**src/rtl/dnvpa_pkg.sv**
```systemverilog
`timescale 1ns / 1ps
// ----------------------------------------------------------------------------
// dnvpa_pkg
// Types and constants shared by the VM placement allocator.
// ----------------------------------------------------------------------------
package dnvpa_pkg;

  localparam int SRV_W  = 10;
  localparam int SLOT_W = 12;
  localparam int CNT_W  = 11;
  localparam int SERVER_SLOTS = 1024;

  localparam logic [1:0] REQ_BUY    = 2'd0;
  localparam logic [1:0] REQ_FIRST  = 2'd1;
  localparam logic [1:0] REQ_DELETE = 2'd2;
  localparam logic [1:0] REQ_DIRECT = 2'd3;

  localparam logic [2:0] ST_OK      = 3'd0;
  localparam logic [2:0] ST_NOFIT   = 3'd1;
  localparam logic [2:0] ST_FULL    = 3'd2;
  localparam logic [2:0] ST_SLOT    = 3'd3;
  localparam logic [2:0] ST_BADSIZE = 3'd4;

  localparam logic [1:0] NODE_BOTH = 2'd0;
  localparam logic [1:0] NODE_A    = 2'd1;
  localparam logic [1:0] NODE_B    = 2'd2;
  localparam logic [1:0] NODE_NONE = 2'd3;

  localparam logic CFG_TOL = 1'b0;
  localparam logic CFG_EN  = 1'b1;

  typedef struct packed {
    logic [1:0]  req_type;
    logic [9:0]  server_cpu;
    logic [11:0] server_memory;
    logic [9:0]  vm_cpu;
    logic [11:0] vm_mem;
    logic        dual_node;
    logic [11:0] vm_slot;
    logic [9:0]  target_server;
  } req_t;

  typedef struct packed {
    logic [2:0]  status;
    logic [9:0]  placed_server;
    logic [1:0]  placed_node;
    logic [10:0] servers_in_use;
  } rsp_t;

  typedef struct packed {
    logic [9:0]  cpu;
    logic [11:0] mem;
    logic [9:0]  acpu;
    logic [11:0] amem;
    logic [9:0]  bcpu;
    logic [11:0] bmem;
  } srv_t;

  typedef struct packed {
    logic        valid;
    logic [9:0]  server;
    logic [1:0]  node;
    logic [9:0]  cpu;
    logic [11:0] mem;
  } vm_t;

  typedef enum logic [3:0] {
    S_IDLE, S_VMRD, S_VMCHK, S_SRD, S_MUL, S_EVAL, S_DEL, S_DONE
  } state_t;

  typedef struct packed {
    logic       we;
    logic [9:0] addr;
    srv_t       data;
  } srv_wr_t;

endpackage

```
**src/rtl/dnvpa_fit.sv**
```systemverilog
`timescale 1ns / 1ps
// ----------------------------------------------------------------------------
// dnvpa_fit
// Fit test and node choice for one server entry; registered ratio products.
// ----------------------------------------------------------------------------
module dnvpa_fit (
  input  logic               clk,
  input  dnvpa_pkg::srv_t    srv,
  input  logic [9:0]         vc,
  input  logic [11:0]        vm,
  input  logic               dual,
  input  logic [3:0]         tol,
  output logic               ratio_ok,
  output logic [1:0]         node,
  output dnvpa_pkg::srv_t    srv_new
);
  logic [21:0] pa, pb;
  logic [23:0] sm;
  logic [33:0] lim;
  logic [21:0] d;
  logic [9:0]  hc;
  logic [11:0] hm;
  logic        fa, fb;

  always_ff @(posedge clk) begin
    pa <= srv.cpu * vm;
    pb <= vc * srv.mem;
    sm <= srv.mem * vm;
  end

  always_comb begin
    d   = (pa >= pb) ? pa - pb : pb - pa;
    lim = {10'd0, sm} * {30'd0, tol};
    ratio_ok = {12'd0, d} < lim;
  end

  always_comb begin
    hc = vc >> 1;
    hm = vm >> 1;
    srv_new = srv;
    fa = srv.acpu >= vc && srv.amem >= vm;
    fb = srv.bcpu >= vc && srv.bmem >= vm;
    node = dnvpa_pkg::NODE_NONE;
    if (dual) begin
      if (srv.acpu >= hc && srv.amem >= hm && srv.bcpu >= hc && srv.bmem >= hm) begin
        node = dnvpa_pkg::NODE_BOTH;
        srv_new.acpu = srv.acpu - hc;
        srv_new.amem = srv.amem - hm;
        srv_new.bcpu = srv.bcpu - hc;
        srv_new.bmem = srv.bmem - hm;
      end
    end else begin
      if (fa && fb) begin
        node = ({3'd0, srv.acpu} + {1'b0, srv.amem} >= {3'd0, srv.bcpu} + {1'b0, srv.bmem})
               ? dnvpa_pkg::NODE_A : dnvpa_pkg::NODE_B;
      end else if (fa) begin
        node = dnvpa_pkg::NODE_A;
      end else if (fb) begin
        node = dnvpa_pkg::NODE_B;
      end
      if (node == dnvpa_pkg::NODE_A) begin
        srv_new.acpu = srv.acpu - vc;
        srv_new.amem = srv.amem - vm;
      end else if (node == dnvpa_pkg::NODE_B) begin
        srv_new.bcpu = srv.bcpu - vc;
        srv_new.bmem = srv.bmem - vm;
      end
    end
  end
endmodule

```
**config.mk**
```make
export PLATFORM = sky130hd
export DESIGN_NAME = dnvpa_fit
export DESIGN_NICKNAME = d
export VERILOG_FILES = /design/src/rtl/dnvpa_pkg.sv /design/src/rtl/dnvpa_fit.sv
export SDC_FILE = /design/constraint.sdc
export NUM_CORES = 1
export LEC_CHECK = 0
export BUFFER_PORTS_ARGS = -buffer_cell sky130_fd_sc_hd__buf_4
export CAP_MARGIN = 20
export CORE_ASPECT_RATIO = 1.1
export CORE_UTILIZATION = 55
export CTS_BUF_LIST = sky130_fd_sc_hd__clkbuf_16
export DETAILED_ROUTE_END_ITERATION = 7
export PLACE_DENSITY = 0.81
export SETUP_SLACK_MARGIN = 0.4
export SLEW_MARGIN = 40
export SYNTH_ARGS = -nofsm -noshare
export SYNTH_HDL_FRONTEND = slang
export SYNTH_SLANG_ARGS = --single-unit
```
**constraint.sdc**
```tcl
create_clock -name clk -period 5.6 [get_ports clk]
set_input_delay 0.28 -clock clk [delete_from_list [all_inputs] [get_ports clk]]
set_output_delay 0.28 -clock clk [all_outputs]
set_load 0.05 [all_outputs]
```
==> summary.md <==
| Metric | Value |
|---|---|
| Status | `finished, violations left` |
| Violated checks | `DRC` |
| Starting Density | `a little under three fifths` |
| Sum Neg Setup Slack | `0 ns` |
| Synth Area in Simple Gates | `approximately 18%` |
| Min-Delay Path Class | `primary input to flop` |
| Filler cells | `3924` |
| Max Freq | `approximately 180 MHz` |
| CTS Buf Count | `9` |
| Yosys reg bits | `roughly 70` |
| Synthesized instance count | `about 3200` |
| Power Density | `~600 nW/um^2` |
| Largest net degree at the start of global routing | `37` |
| Peak fanout along the critical path | `4` |
| Largest family of logic cells by synthesized area | `adder cells` |
| Drt pass-1 iters | `8` |
| Die Y | `between 200 and 250 microns` |
| Tcrit/Tclk final | `between 90% and 100%` |
| Via/cell ratio | `~5.7` |
| Data arrival, critical path | `~5.3 ns` |
| Synth warnings | `0` |
| Clk slew on worst S/H paths | `0.05 ns` |
| Detail Route Antenna Nets | `0` |
| Clock tree buffer depth | `2` |
| EDFF count, synth | `0` |
| Synth Area in Adders | `43.6%` |
| Detail Placement HPWL | `~57 mm` |
| Storage cell area | `about 1400 sq um` |
| Layout area overhead | `11.2%` |
| Final Non-Filler Cells | `a little under 4000` |
| Final hold violation count | `0` |
| Compound-Gate Fraction of Synth Area | `between 10% and 20%` |
| Slew @ Worst Pin | `0.747 ns` |
| Final setup violation count | `0` |
| Final slew viol count | `0` |
| Mapped Nets | `about 4000` |
| Crit. End Element | `primary output` |
| Core area | `45700 sq um` |
| Final Routed Wirelength | `around 70 mm` |
| Critical path startpoint category | `flop` |
| Vias in the first global route | `roughly 23000` |
| Sequential area share after synthesis | `between 5 and 6%` |
| XOR/XNOR share of the synthesized area | `5.60%` |
| Synth area leader | `fa_1` |
| Via Count | `22301` |
| Maxcap violations | `0` |
| WS Path Type | `flop to primary output` |
| GRT overflow | `0` |
| Mean Syn Cell Area | `~8 sq um` |
| Die ar. | `roughly 47000 sq um` |
| Critical Path RT | `5.32 ns` |
| H-tree Lvls | `3` |
| Cell Area, Synth | `approximately 26000 sq um` |
| DRC | `1` |
| Die Wd | `207 microns` |
| Initial detailed-routing violation count | `~1400` |
| Area of the multi-input gates | `22000 sq um` |
| Worst ir drop on vdd | `0.471 mV` |
| Final net count | `around 4100` |
| Top-area cell type share of the netlist area | `roughly 24%` |
| Initial antenna violation count | `1` |
| Ports | `about 160` |
| Layout cells sized above 1 | `a little under an eighth` |
| Root Driver | `clkbuf_16` |
| Lkg Pwr | `14.6 nW` |
| Fin crit period | `around 5.6 ns` |
| Row count | `82` |
| Async SR Flop Fraction | `0%` |
| Area contributors post-synth | `fa_1 (24%), ha_1 (19%), inv_1 (8.0%)` |
| Synth Flop Type | `dfxtp_1` |
| Cells after DPL | `slightly below 4000` |
| Placer congestion estimate | `between 0.9 and 1` |
| First-pass GRT wire length | `roughly 110 mm` |
| Clk sink count | `~70` |
| Post-synthesis mux area share | `under 10%` |
| CTS tree | `done` |
| GRT Total Usage | `29.6%` |
| Number of port buffers | `roughly 160` |
| Post-DR wirelength/cell | `18.1 microns` |
| Yosys cell types | `between 80 and 90` |
| Worst rel slew slack | `48.9%` |
| RSZ-0062 raised after global routing | `true` |
[worst max-delay path: stages (launching register included)]
cell and delay (ns):
dfxtp_1 0.34, and2_4 0.18, fa_1 0.55, inv_1 0.06, fa_1 0.53, inv_1 0.06, ha_4 0.19, a21oi_4 0.17
o22ai_4 0.10, o311a_1 0.36, a2bb2oi_2 0.16, o41ai_4 0.27, xor2_1 0.14, ha_1 0.32, nand4_1 0.16, a2111oi_4 0.38
a221oi_2 0.14, a211oi_1 0.18, nand3_1 0.10, or3_4 0.40, buf_8 0.16
[placed cells by master, fill, tap and decap left out, types with 59 or more instances in the layout]
master / synthesis / routed
ha_1: 389 / 373
nor2_1: 134 / 131
nand2_1: 325 / 323
xnor2_1: 114 / 113
buf_4: 24 / 238
and2_1: 245 / 235
inv_1: 545 / 537
fa_1: 312 / 311
a21o_1: 69 / 69
o21ai_0: 80 / 71
dfxtp_1: 68 / 59
a21oi_1: 150 / 136
[cells by family (layout without fill, tap and decap cells)]
| kind of cell | count (synthesis) | count (layout) |
|---|---|---|
| AO/OA/AOI/OAI | 559 | 559 |
| XOR/XNOR | 163 | 163 |
| adder cells (fa/ha/maj) | 701 | 701 |
| buffers and inverters | 678 | 807 |
| multiplexers | 46 | 46 |
| AND/OR/NAND/NOR | 947 | 947 |
| other | 0 | 1 |
| flip-flops | 68 | 68 |
[path summary, 6_finish.rpt]
path                     from        to  slack, ns  cells after the start
worst min-delay path  srv[56]     pa[0]       0.32                      2
worst max-delay path    sm[7]  ratio_ok       0.02                     20
[state kept, by name (all words and copies together), names as in the netlist]
| register | cells |
|---|---|
| pa | 22 |
| pb | 22 |
| sm | 24 |
[repair_timing]
action | 4_1_cts | 5_1_grt
setup buffers | 12 | 6
setup endpoints to repair | 2 | 42
hold buffers | 0 | 0
pin swaps | 38 | 41
resized for setup | 67 | 63
[metrics by stage]
stage | hold WS [ns] | total power [W] | setup WS, ns | utilization (%) | instance area (sq um)
3_5_place_dp | 0.664 | 0.0148 | -0.00571 | 60.0 | 27400
5_1_grt | 0.325 | 0.0188 | -0.162 | 62.1 | 28400
4_1_cts | 0.313 | 0.0163 | 0.198 | 61.5 | 28100
3_3_place_gp | 0.661 | 0.0146 | 0.0697 | 60.0 | 27400
6_report | 0.321 | 0.0171 | 0.0180 | 62.2 | 28400
2_1_floorplan | 0.407 | 0.0113 | 0.460 | - | 25500
[Yosys cell counts (all sizes together), types with 45 or more instances]
master and instances:
inv 545, ha 389, nand2 326, fa 312
and2 245, a21oi 153, nor2 134, xnor2 114
o21ai 111, clkbuf 99, a21o 69, dfxtp 68
xor2 49, nor2b 48, nor3 45
[layout make-up]
| cell class | instances | share of cell area (%) |
|---|---|---|
| multi-input cells | 2416 | 77.7 |
| well taps | 588 | 2.59 |
| repair buffers | 246 | 6.64 |
| flip-flops and latches | 68 | 4.84 |
| clock buffers | 9 | 0.794 |
| diodes | 1 | 0.00882 |
| inverters | 545 | 7.23 |
| clock inverters | 7 | 0.238 |
[power by group]
| part | leakage, nW | switching [W] | internal (W) |
|---|---|---|---|
| Sequential | 0.573 | 0.000202 | 0.000801 |
| Combinational | 13.9 | 0.00876 | 0.00682 |
| Clock | 0.143 | 0.000222 | 0.000343 |
| Total | 14.6 | 0.00918 | 0.00796 |
[per-layer routing]
metal  up-vias  global-route usage [%]  wire [microns]
met5         -                       0               0
met4         0                    13.2            3280
met3       178                    2.40            3860
met2       820                    53.3           34400
met1     10747                    35.9           28800
li1      10556                       -               -
(Power assumes the default switching activity.)
